==> config.mk <==
export PLATFORM = sky130hd
export DESIGN_NAME = json_string_escape_cp850
export DESIGN_NICKNAME = d
export VERILOG_FILES = /design/src/design/jsesc_pkg.sv /design/src/design/jsesc_front.sv /design/src/design/jsesc_queue.sv /design/src/design/jsesc_back.sv /design/src/design/json_string_escape_cp850.sv
export SDC_FILE = /design/constraint.sdc
export NUM_CORES = 1
export LEC_CHECK = 0
export ABC_AREA = 1
export BUFFER_PORTS_ARGS = -buffer_cell sky130_fd_sc_hd__buf_2
export CORE_MARGIN = 2
export CORE_UTILIZATION = 25
export DETAILED_ROUTE_END_ITERATION = 6
export PLACE_DENSITY = 0.41
export SKIP_CTS_REPAIR_TIMING = 1
export SLEW_MARGIN = 40
export SYNTH_ARGS = -nofsm -noshare
export SYNTH_HDL_FRONTEND = slang
export SYNTH_SLANG_ARGS = --single-unit
==> constraint.sdc <==
create_clock -name clk -period 3.59 [get_ports clk]
set_input_delay 0.1795 -clock clk [delete_from_list [all_inputs] [get_ports clk]]
set_output_delay 0.1795 -clock clk [all_outputs]
set_load 0.01 [all_outputs]
==> src/design/jsesc_pkg.sv <==
// Shared types, codes and the CP850 upper-half table for the JSON string escaper.
package jsesc_pkg;

    localparam logic [1:0] OPC_OPEN  = 2'd0;
    localparam logic [1:0] OPC_CHAR  = 2'd1;
    localparam logic [1:0] OPC_CLOSE = 2'd2;

    localparam int MAX_RUN = 6;
    localparam int RUN_W   = 3;
    localparam int QUEUE_DEPTH_DEF = 4;

    localparam logic [7:0] CH_QUOTE  = 8'h22;
    localparam logic [7:0] CH_BSLASH = 8'h5C;
    localparam logic [7:0] CH_LF     = 8'h0A;
    localparam logic [7:0] CH_CR     = 8'h0D;
    localparam logic [7:0] CH_TAB    = 8'h09;
    localparam logic [7:0] CH_N      = 8'h6E;
    localparam logic [7:0] CH_R      = 8'h72;
    localparam logic [7:0] CH_T      = 8'h74;
    localparam logic [7:0] CH_U      = 8'h75;
    localparam logic [7:0] CH_ZERO   = 8'h30;
    localparam logic [7:0] CH_A      = 8'h61;
    localparam logic [7:0] CTRL_END  = 8'h20;
    localparam logic [15:0] CP_3BYTE = 16'h0800;
    localparam logic [7:0] LEAD2     = 8'hC0;
    localparam logic [7:0] LEAD3     = 8'hE0;
    localparam logic [7:0] CONT      = 8'h80;

    typedef struct packed {
        logic [1:0] opcode;
        logic [7:0] char_code;
    } in_word_t;

    typedef struct packed {
        logic [7:0] out_byte;
        logic       last_of_run;
    } out_word_t;

    // One queued run: its byte count and the bytes, first byte at index 0.
    typedef struct packed {
        logic [RUN_W-1:0]          len;
        logic [MAX_RUN-1:0][7:0]   bytes;
    } run_t;

    typedef struct packed {
        logic full;
        logic empty;
    } q_stat_t;

    localparam logic [15:0] CP850_UPPER [0:127] = '{
        16'h00C7, 16'h00FC, 16'h00E9, 16'h00E2, 16'h00E4, 16'h00E0, 16'h00E5, 16'h00E7,
        16'h00EA, 16'h00EB, 16'h00E8, 16'h00EF, 16'h00EE, 16'h00EC, 16'h00C4, 16'h00C5,
        16'h00C9, 16'h00E6, 16'h00C6, 16'h00F4, 16'h00F6, 16'h00F2, 16'h00FB, 16'h00F9,
        16'h00FF, 16'h00D6, 16'h00DC, 16'h00F8, 16'h00A3, 16'h00D8, 16'h00D7, 16'h0192,
        16'h00E1, 16'h00ED, 16'h00F3, 16'h00FA, 16'h00F1, 16'h00D1, 16'h00AA, 16'h00BA,
        16'h00BF, 16'h00AE, 16'h00AC, 16'h00BD, 16'h00BC, 16'h00A1, 16'h00AB, 16'h00BB,
        16'h2591, 16'h2592, 16'h2593, 16'h2502, 16'h2524, 16'h00C1, 16'h00C2, 16'h00C0,
        16'h00A9, 16'h2563, 16'h2551, 16'h2557, 16'h255D, 16'h00A2, 16'h00A5, 16'h2510,
        16'h2514, 16'h2534, 16'h252C, 16'h251C, 16'h2500, 16'h253C, 16'h00E3, 16'h00C3,
        16'h255A, 16'h2554, 16'h2569, 16'h2566, 16'h2560, 16'h2550, 16'h256C, 16'h00A4,
        16'h00F0, 16'h00D0, 16'h00CA, 16'h00CB, 16'h00C8, 16'h0131, 16'h00CD, 16'h00CE,
        16'h00CF, 16'h2518, 16'h250C, 16'h2588, 16'h2584, 16'h00A6, 16'h00CC, 16'h2580,
        16'h00D3, 16'h00DF, 16'h00D4, 16'h00D2, 16'h00F5, 16'h00D5, 16'h00B5, 16'h00FE,
        16'h00DE, 16'h00DA, 16'h00DB, 16'h00D9, 16'h00FD, 16'h00DD, 16'h00AF, 16'h00B4,
        16'h00AD, 16'h00B1, 16'h2017, 16'h00BE, 16'h00B6, 16'h00A7, 16'h00F7, 16'h00B8,
        16'h00B0, 16'h00A8, 16'h00B7, 16'h00B9, 16'h00B3, 16'h00B2, 16'h25A0, 16'h00A0
    };

    function automatic logic [7:0] hex_lower(input logic [3:0] nib);
        logic [7:0] r;
        if (nib < 4'd10)
        begin
            r = CH_ZERO + {4'd0, nib};
        end
        else
        begin
            r = CH_A + {4'd0, nib} - 8'd10;
        end
        return r;
    endfunction

endpackage

==> src/design/jsesc_front.sv <==
// Front end: accepts input words and expands each but the unused opcode into a run of bytes.
module jsesc_front (
    input  logic                 item_valid,
    output logic                 item_ready,
    input  jsesc_pkg::in_word_t  item_data,
    input  jsesc_pkg::q_stat_t   q_stat,
    output logic                 push,
    output jsesc_pkg::run_t      run
);

    logic [7:0]  c;
    logic [15:0] cp;
    logic        has_run;

    assign c          = item_data.char_code;
    assign cp         = jsesc_pkg::CP850_UPPER[c[6:0]];
    assign item_ready = !q_stat.full;
    assign push       = item_valid && item_ready && has_run;

    always_comb
    begin
        run.len   = 3'd1;
        run.bytes = '0;
        has_run   = 1'b1;
        unique case (item_data.opcode) inside
            jsesc_pkg::OPC_OPEN, jsesc_pkg::OPC_CLOSE:
            begin
                run.bytes[0] = jsesc_pkg::CH_QUOTE;
            end
            jsesc_pkg::OPC_CHAR:
            begin
                if (c == jsesc_pkg::CH_QUOTE || c == jsesc_pkg::CH_BSLASH)
                begin
                    run.len      = 3'd2;
                    run.bytes[0] = jsesc_pkg::CH_BSLASH;
                    run.bytes[1] = c;
                end
                else if (c == jsesc_pkg::CH_LF || c == jsesc_pkg::CH_CR
                         || c == jsesc_pkg::CH_TAB)
                begin
                    run.len      = 3'd2;
                    run.bytes[0] = jsesc_pkg::CH_BSLASH;
                    run.bytes[1] = (c == jsesc_pkg::CH_LF) ? jsesc_pkg::CH_N :
                                   (c == jsesc_pkg::CH_CR) ? jsesc_pkg::CH_R :
                                   jsesc_pkg::CH_T;
                end
                else if (c < jsesc_pkg::CTRL_END)
                begin
                    run.len      = 3'd6;
                    run.bytes[0] = jsesc_pkg::CH_BSLASH;
                    run.bytes[1] = jsesc_pkg::CH_U;
                    run.bytes[2] = jsesc_pkg::CH_ZERO;
                    run.bytes[3] = jsesc_pkg::CH_ZERO;
                    run.bytes[4] = jsesc_pkg::hex_lower(c[7:4]);
                    run.bytes[5] = jsesc_pkg::hex_lower(c[3:0]);
                end
                else if (!c[7])
                begin
                    run.bytes[0] = c;
                end
                else if (cp < jsesc_pkg::CP_3BYTE)
                begin
                    run.len      = 3'd2;
                    run.bytes[0] = jsesc_pkg::LEAD2 | {3'd0, cp[10:6]};
                    run.bytes[1] = jsesc_pkg::CONT | {2'd0, cp[5:0]};
                end
                else
                begin
                    run.len      = 3'd3;
                    run.bytes[0] = jsesc_pkg::LEAD3 | {4'd0, cp[15:12]};
                    run.bytes[1] = jsesc_pkg::CONT | {2'd0, cp[11:6]};
                    run.bytes[2] = jsesc_pkg::CONT | {2'd0, cp[5:0]};
                end
            end
            default:
            begin
                // The unused opcode is taken and dropped.
                has_run = 1'b0;
            end
        endcase
    end

endmodule

==> src/design/jsesc_queue.sv <==
// Short queue of expanded runs between the front end and the byte sender.
module jsesc_queue #(
    parameter int DEPTH = jsesc_pkg::QUEUE_DEPTH_DEF
) (
    input  logic                clk,
    input  logic                rst_n,
    input  logic                push,
    input  jsesc_pkg::run_t     push_run,
    input  logic                pop,
    output jsesc_pkg::run_t     head,
    output jsesc_pkg::q_stat_t  q_stat
);

    localparam int PTR_W = $clog2(DEPTH);
    localparam int CNT_W = $clog2(DEPTH + 1);

    jsesc_pkg::run_t   mem [DEPTH];
    logic [PTR_W-1:0]  wr_ptr_reg, wr_ptr_next;
    logic [PTR_W-1:0]  rd_ptr_reg, rd_ptr_next;
    logic [CNT_W-1:0]  count_reg, count_next;

    function automatic logic [PTR_W-1:0] ptr_inc(input logic [PTR_W-1:0] p);
        logic [PTR_W-1:0] r;
        if (p == PTR_W'(DEPTH - 1))
        begin
            r = '0;
        end
        else
        begin
            r = p + 1'b1;
        end
        return r;
    endfunction

    assign head         = mem[rd_ptr_reg];
    assign q_stat.full  = (count_reg == CNT_W'(DEPTH));
    assign q_stat.empty = (count_reg == '0);

    always_comb
    begin
        wr_ptr_next = push ? ptr_inc(wr_ptr_reg) : wr_ptr_reg;
        rd_ptr_next = pop ? ptr_inc(rd_ptr_reg) : rd_ptr_reg;
        count_next  = count_reg;
        if (push && !pop)
        begin
            count_next = count_reg + 1'b1;
        end
        else if (pop && !push)
        begin
            count_next = count_reg - 1'b1;
        end
    end

    always_ff @(posedge clk)
    begin
        if (push)
        begin
            mem[wr_ptr_reg] <= push_run;
        end
    end

    always_ff @(posedge clk or negedge rst_n)
    begin
        if (!rst_n)
        begin
            wr_ptr_reg <= '0;
            rd_ptr_reg <= '0;
            count_reg  <= '0;
        end
        else
        begin
            wr_ptr_reg <= wr_ptr_next;
            rd_ptr_reg <= rd_ptr_next;
            count_reg  <= count_next;
        end
    end

endmodule

==> src/design/jsesc_back.sv <==
// Back end: walks the head run into the output register one byte per unstalled cycle.
module jsesc_back (
    input  logic                clk,
    input  logic                rst_n,
    input  jsesc_pkg::run_t     head,
    input  jsesc_pkg::q_stat_t  q_stat,
    output logic                pop,
    output logic                sym_valid,
    input  logic                sym_ready,
    output jsesc_pkg::out_word_t sym_data
);

    logic [jsesc_pkg::RUN_W-1:0] idx_reg, idx_next;
    logic                        valid_reg, valid_next;
    jsesc_pkg::out_word_t        data_reg;
    logic                        load;
    logic                        fire;
    logic                        head_last;

    assign sym_valid = valid_reg;
    assign sym_data  = data_reg;

    always_comb
    begin
        head_last  = (idx_reg == head.len - 1'b1);
        load       = !valid_reg || sym_ready;
        fire       = load && !q_stat.empty;
        pop        = fire && head_last;
        idx_next   = idx_reg;
        valid_next = valid_reg;
        if (fire)
        begin
            valid_next = 1'b1;
            idx_next   = head_last ? '0 : idx_reg + 1'b1;
        end
        else if (load)
        begin
            valid_next = 1'b0;
        end
    end

    always_ff @(posedge clk)
    begin
        if (fire)
        begin
            data_reg.out_byte    <= head.bytes[idx_reg];
            data_reg.last_of_run <= head_last;
        end
    end

    always_ff @(posedge clk or negedge rst_n)
    begin
        if (!rst_n)
        begin
            idx_reg   <= '0;
            valid_reg <= 1'b0;
        end
        else
        begin
            idx_reg   <= idx_next;
            valid_reg <= valid_next;
        end
    end

endmodule

==> src/design/json_string_escape_cp850.sv <==
// A run is queued, then its first byte is loaded into the output register.
// Input words are taken one per cycle while each yields one byte and the
// output is not stalled; a word of n bytes is sent one byte at a time.
// The run queue lets input be taken while the output is stalled, until full.
// Reset (rst_n low, asynchronous) empties the queue and drops the output valid.
module json_string_escape_cp850 #(
    parameter int QUEUE_DEPTH = jsesc_pkg::QUEUE_DEPTH_DEF
) (
    input  logic                 clk,
    input  logic                 rst_n,
    input  logic                 item_valid,
    output logic                 item_ready,
    input  jsesc_pkg::in_word_t  item_data,
    output logic                 sym_valid,
    input  logic                 sym_ready,
    output jsesc_pkg::out_word_t sym_data
);

    jsesc_pkg::q_stat_t q_stat;
    jsesc_pkg::run_t    push_run;
    jsesc_pkg::run_t    head;
    logic               push;
    logic               pop;

    jsesc_front u_front (
        .item_valid (item_valid),
        .item_ready (item_ready),
        .item_data  (item_data),
        .q_stat     (q_stat),
        .push       (push),
        .run        (push_run)
    );

    jsesc_queue #(
        .DEPTH (QUEUE_DEPTH)
    ) u_queue (
        .clk      (clk),
        .rst_n    (rst_n),
        .push     (push),
        .push_run (push_run),
        .pop      (pop),
        .head     (head),
        .q_stat   (q_stat)
    );

    jsesc_back u_back (
        .clk       (clk),
        .rst_n     (rst_n),
        .head      (head),
        .q_stat    (q_stat),
        .pop       (pop),
        .sym_valid (sym_valid),
        .sym_ready (sym_ready),
        .sym_data  (sym_data)
    );

endmodule

### Word-level counts from Yosys, hierarchy flattened

Memory sizes are Yosys's and may differ from the RTL's.
Index checks and enable logic that the tools add are counted.

| storage, ports and cells | value |
|---|---|
| RAM bits | 204 |
| bits in registers | 20 |
| memories kept | 2 |
| memory bits (read-only) | 2048 |
| input port bits | 14 |
| logic and storage cells | 95 |
| output and inout port bits | 11 |

| operators by class | value |
|---|---|
| equal/unequal tests | 11 |
| bitwise gates (word level) | 1 |
| multiplexer cells | 35 |
| reductions and logical operators | 21 |
| $lt $le $gt $ge | 6 |
| $add $sub $neg | 12 |

Memory list:

| name | depth | width | read ports | clocked after memory_dff | wr ports | RTL line | text |
|---|---|---|---|---|---|---|---|
| (no name shown) | 128 | 16 | 1 | 0 | 0 | jsesc_front.sv:16 | `assign cp = jsesc_pkg::CP850_UPPER[c[6:0]];` |
| u_queue.mem | 4 | 51 | 1 | 0 | 1 | jsesc_queue.sv:17 | `jsesc_pkg::run_t mem [DEPTH];` |

Operator list:

| operator | count |
|---|---|
| two-way mux 16 bit | 5 |
| two-way mux 32 bit | 2 |
| two-way mux 24 bit | 2 |
| two-way mux 8 bit | 6 |
| two-way mux 43 bit | 1 |
| binary-select mux 8 bit (select 3 bit) | 1 |
| == test 8 x 4 -> 1 bit (second input constant) | 3 |
| two-way mux 3 bit | 8 |
| adder 7 x 4 -> 8 bit (first input constant) | 2 |
| < comparator 16 x 12 -> 1 bit (second input constant) | 1 |
| case mux 8 bit (2 select lines) | 1 |
| subtractor 8 x 4 -> 8 bit (second input constant) | 2 |
| adder 6 x 4 -> 7 bit (first input constant) | 2 |
| two-way mux 14 bit | 1 |
| == test 8 x 6 -> 1 bit (second input constant) | 1 |
| == test 8 x 7 -> 1 bit (second input constant) | 1 |
| greater-or-equal comparator 8 bit (second input constant) | 1 |
| < comparator 4 bit (second input constant) | 2 |
| < comparator 8 x 6 -> 1 bit (second input constant) | 1 |
| inverter 7 -> 8 bit | 1 |
| adder 3 x 1 -> 3 bit (second input constant) | 2 |
| == test 2 bit (second input constant) | 3 |
| logical AND 1 bit | 6 |
| two-way mux 1 bit | 6 |
| 14 further kinds | 25 |

### Depth between registers and ports, before layout

| logic depth | value |
|---|---|
| word-level depth | 11 |
| gate-level depth with buffers | 18 |
| depth with buffers taken out | 16 |

### By module

From an unflattened synthesis, not the netlist that was laid out.

| second synthesis, totals | value |
|---|---|
| cell total of the unflattened synthesis | 1257 |
| area total of the unflattened synthesis | 12170.4 sq um |

Modules (own cells, without submodules):

| module | seq. area each (sq um) | cells each | area an instance (sq um) | instances |
|---|---|---|---|---|
| jsesc_queue | 6301.0 | 647 | 8793.4 | 1 |
| jsesc_front | 0.0 | 453 | 2334.7 | 1 |
| jsesc_back | 370.4 | 157 | 1042.2 | 1 |

### Least setup slack after synthesis

No wires, ideal clock.

| path | value |
|---|---|
| path kind | register to register |
| start point | register u_queue.rd_ptr_reg[0] |
| end point | register u_queue.count_reg[1] |
| setup slack | 0.337 ns |
| required time | 3.465 ns |
| library setup time | 0.125 ns |
| arrival | 3.129 ns |
| period minus slack after synthesis | 3.253 ns |
| path buffers | 3 |
| stages on the path, launching flop included | 17 |
| cell sequence | dfrtp_1 > buf_2 > inv_2 > buf_2 > clkbuf_1 > nand2_1 > a32o_1 > ha_1 > xnor2_1 > a21oi_1 > nand2_1 > nor2_1 > inv_1 > ha_1 > inv_1 > fa_1 > mux2_2 |

| between the ends | value |
|---|---|
| cells in the longest elaborated chain, start to end | 7 |
| elaborated cells on any way between the ends | 9 |
| those cells by class | 1 x add/sub; 1 x eq/ne; 1 x mux; 5 x reduce/logical; 1 x memory |

Ends and longest elaborated chain:

| element | RTL line | text |
|---|---|---|
| start: declaration | jsesc_queue.sv:19 | `logic [PTR_W-1:0] rd_ptr_reg, rd_ptr_next;` |
| start signal: assignment | jsesc_queue.sv:73 | `rd_ptr_reg <= rd_ptr_next;` |
| memory read (4 x 51 bit) | - |  |
| subtractor 3 x 1 -> 3 bit | jsesc_back.sv:25 | `head_last = (idx_reg == head.len - 1'b1);` |
| == test 3 bit | jsesc_back.sv:25 |  |
| logical AND 1 bit | jsesc_back.sv:28 | `pop = fire && head_last;` |
| zero test 1 bit | jsesc_queue.sv:44 | `if (push && !pop)` |
| logical AND 1 bit | jsesc_queue.sv:44 |  |
| two-way mux 3 bit | jsesc_queue.sv:44 |  |
| via u_queue.count_next[1] | jsesc_queue.sv:20 | `logic [CNT_W-1:0] count_reg, count_next;` |
| end signal: assignment | jsesc_queue.sv:74 | `count_reg <= count_next;` |
| end: declaration | jsesc_queue.sv:20 |  |

The timed path passes the listed nets, and every way through them passes these cells.
A chain may end at the register's enable or synchronous reset.

### Worst setup path after layout

| path | value |
|---|---|
| start point | register u_queue.rd_ptr_reg[1] |
| end point | register u_queue.count_reg[1] |

Same word-level chain as after synthesis.

==> flow_summary.json <==
{
  "drt_iter0_markers": 562,
  "stdcell_area_um2": 10800,
  "vias": 7089,
  "route.detailed.drc": 0,
  "yosys-top-cells-area": "edfxtp_1 54%, nand2_1 7.0%, o21ai_0 6.3%",
  "final_hold_viol_count": 0,
  "async_flop_share": 0.0611,
  "dr.pass1.iters": 6,
  "drive_above_1_share": 0.130,
  "report.power.total_mw": 7.52,
  "die_area_um2": 38900,
  "setup_viol": 0,
  "syn_inst": 963,
  "dp.cells": 1445,
  "drt_wl_total_mm": 27.8,
  "clk_pin_slew_ps": 70,
  "crit_chain": "inv_1, buf_4, nand3_1, nand2_1, ha_1, xnor2_1, a21oi_1, nand2_1, nor2_1, inv_1, ha_1, inv_1, fa_1, mux2_2",
  "skew_ps": 11.9,
  "p_per_area_nw_per_um2": 697,
  "whs_ps": 168,
  "cts_tree": "yes",
  "grt_max_degree": 50,
  "row_count": 70,
  "slew_headroom": 0.548,
  "tightest_slew_ps": 678,
  "insertedDiodeCount": 0,
  "synth-main-ff-cell": "edfxtp_1",
  "synth_top_area_share": 0.543,
  "period_share": 0.839,
  "insertion_delay_ps": 430,
  "grt_util_all_layers": 0.146,
  "synth_cell_types": 50,
  "dp_slack_ps": 556,
  "cp_top_family": "adder cells",
  "synth_top_area_cell": "edfxtp_1",
  "setup_ws_ps": 578,
  "path_class": "reg -> reg",
  "synth_seq_area_share": 0.573,
  "grt_pass1_wl_mm": 42.7,
  "fp.dieH_um": 197,
  "instances_no_fill": 1479,
  "status": "completed",
  "avgViaCountPerCell": 4.79,
  "maxCapViolCount": 0,
  "dr_wl_met3_mm": 1.06,
  "start_kind": "flop",
  "synth_edf_count": 169,
  "synthToLayoutAreaGrowth_pct": 15.6,
  "met1Wirelength_mm": 13.3,
  "boundaryPins": 25,
  "synth-seq-cells": 180,
  "clock-sinks": 180,
  "avgRoutedWirePerCell_um": 18.8,
  "antenna_found_initial": 1,
  "path_max_fanout": 15,
  "grt_pass1_vias": 6960,
  "portBuffers": 24,
  "syn_area_um2": 9340,
  "slowest_stage": "fa_1",
  "crit_buf_inv": 4,
  "largest_reg_flops": 160,
  "cp_data_required_time_ps": 3910,
  "start_util": 0.255,
  "layout.nets": 1038,
  "drv_slew": 0,
  "crit_path_frequent_cell": "inv_1",
  "critPathCaptureType": "flop",
  "dp_hpwl_mm": 18.4,
  "top_register": "u_queue.mem",
  "avgSynthCellArea_um2": 9.70,
  "finalSetupTns_ps": 0,
  "crit_arrival_ps": 3330,
  "yosys_warnings": 0,
  "top_layer": "met4",
  "leakage_nw": 4.06,
  "max_freq_mhz": 332,
  "min_period_ps": 3010,
  "min_path_type": "in -> async",
  "clockBufferDepth": 2,
  "dr_wl_met2_mm": 13.0,
  "ir_worst_vdd_v": 0.000378,
  "gr-total-overflow": 0,
  "die_width_um": 197,
  "slowest_delay_ps": 420,
  "core_um2": 36700,
  "cts_buffers": 17,
  "cts_root_buffer": "clkbuf_16",
  "antenna_left": 0,
  "rsz0062_at_grt": "false",
  "utilization": 0.294,
  "post_dp_cell_area_um2": 10100,
  "htreeDepth": 4,
  "place_congestion": 0.884
}
## final cells by class
type,count,area (um2)
sequential,180,5350
multi-input combinational,673,3550
tap,468,586
clock inverter,14,201
clock buffer,18,429
fill,3858,25900
inverter,73,277
timing repair buffer,53,405
## cells in the mapped netlist, drive strengths merged, types with 2 or more instances
library cell,instances
a211oi,2
a21oi,49
a31oi,3
a32o,3
buf,17
clkbuf,35
clkinv,2
dfrtp,11
edfxtp,169
ha,25
inv,71
nand2,183
nand3,51
nand4,5
nor2,134
nor3,8
o211ai,17
o21ai,120
o221ai,12
o22ai,29
o31ai,2
xnor2,2
xor2,4
## worst paths after layout
check                      cells past startpoint                  start  slack [ps]                     to
max                                           14  u_queue.rd_ptr_reg[1]         580   u_queue.count_reg[1]
min                                            2                  rst_n         170  u_queue.wr_ptr_reg[1]
max reg2reg                                   14  u_queue.rd_ptr_reg[1]         580   u_queue.count_reg[1]
min reg2reg                                    1   u_queue.count_reg[0]         540   u_queue.count_reg[0]
max in group asynchronous                      2                  rst_n        3160  u_queue.rd_ptr_reg[0]
min in group clk                               2           item_data[8]         200      u_queue.mem[3][5]
## where the power goes
part / internal (mW) / leakage (nW) / total (mW) / switching [mW]
Clock: 1.18 / 0.307 / 1.99 / 0.808
Combinational: 0.804 / 2.08 / 2.62 / 1.82
Sequential: 2.77 / 1.67 / 2.92 / 0.143
Total: 4.75 / 4.06 / 7.52 / 2.77
## per-layer routing
metal / vias up / GRT usage
met5: - / 0
met4: 0 / 0.0443
met3: 27 / 0.0174
met2: 187 / 0.240
met1: 3446 / 0.200
li1: 3429 / -
## layout by cell type, fill, tap and decap left out, drive strengths merged, types with 2 or more instances in the layout
cell         synthesis  layout
xor2                 4       4
clkinv               2       7
nand3               51      51
bufinv               0       4
a32o                 3       3
nand2              183     183
edfxtp             169     169
ha                  25      25
o22ai               29      29
conb                 1      16
xnor2                2       2
o31ai                2       2
o221ai              12      12
clkbuf              35      18
dfrtp               11      11
nor3                 8       8
inv                 71      75
nor2               134     134
a31oi                3       3
o21ai              120     120
nand4                5       5
buf                 17      51
a211oi               2       2
dlygate4sd3          0       2
a21oi               49      49
o211ai              17      17
## logic make-up (layout without fill, tap and decap cells)
kind of cell	after synthesis	after routing	synth area share
and+or+nand+nor	384	384	0.177
AOI/OAI and AO/OA	240	240	0.151
DFF	180	180	0.573
buffers and inverters	125	158	0.0565
adders and majority gates	26	26	0.0356
xor gates and xnor gates	6	6	0.00563
other	1	16	0.000401
muxes	1	1	0.00121
(Power assumes the default switching activity.)
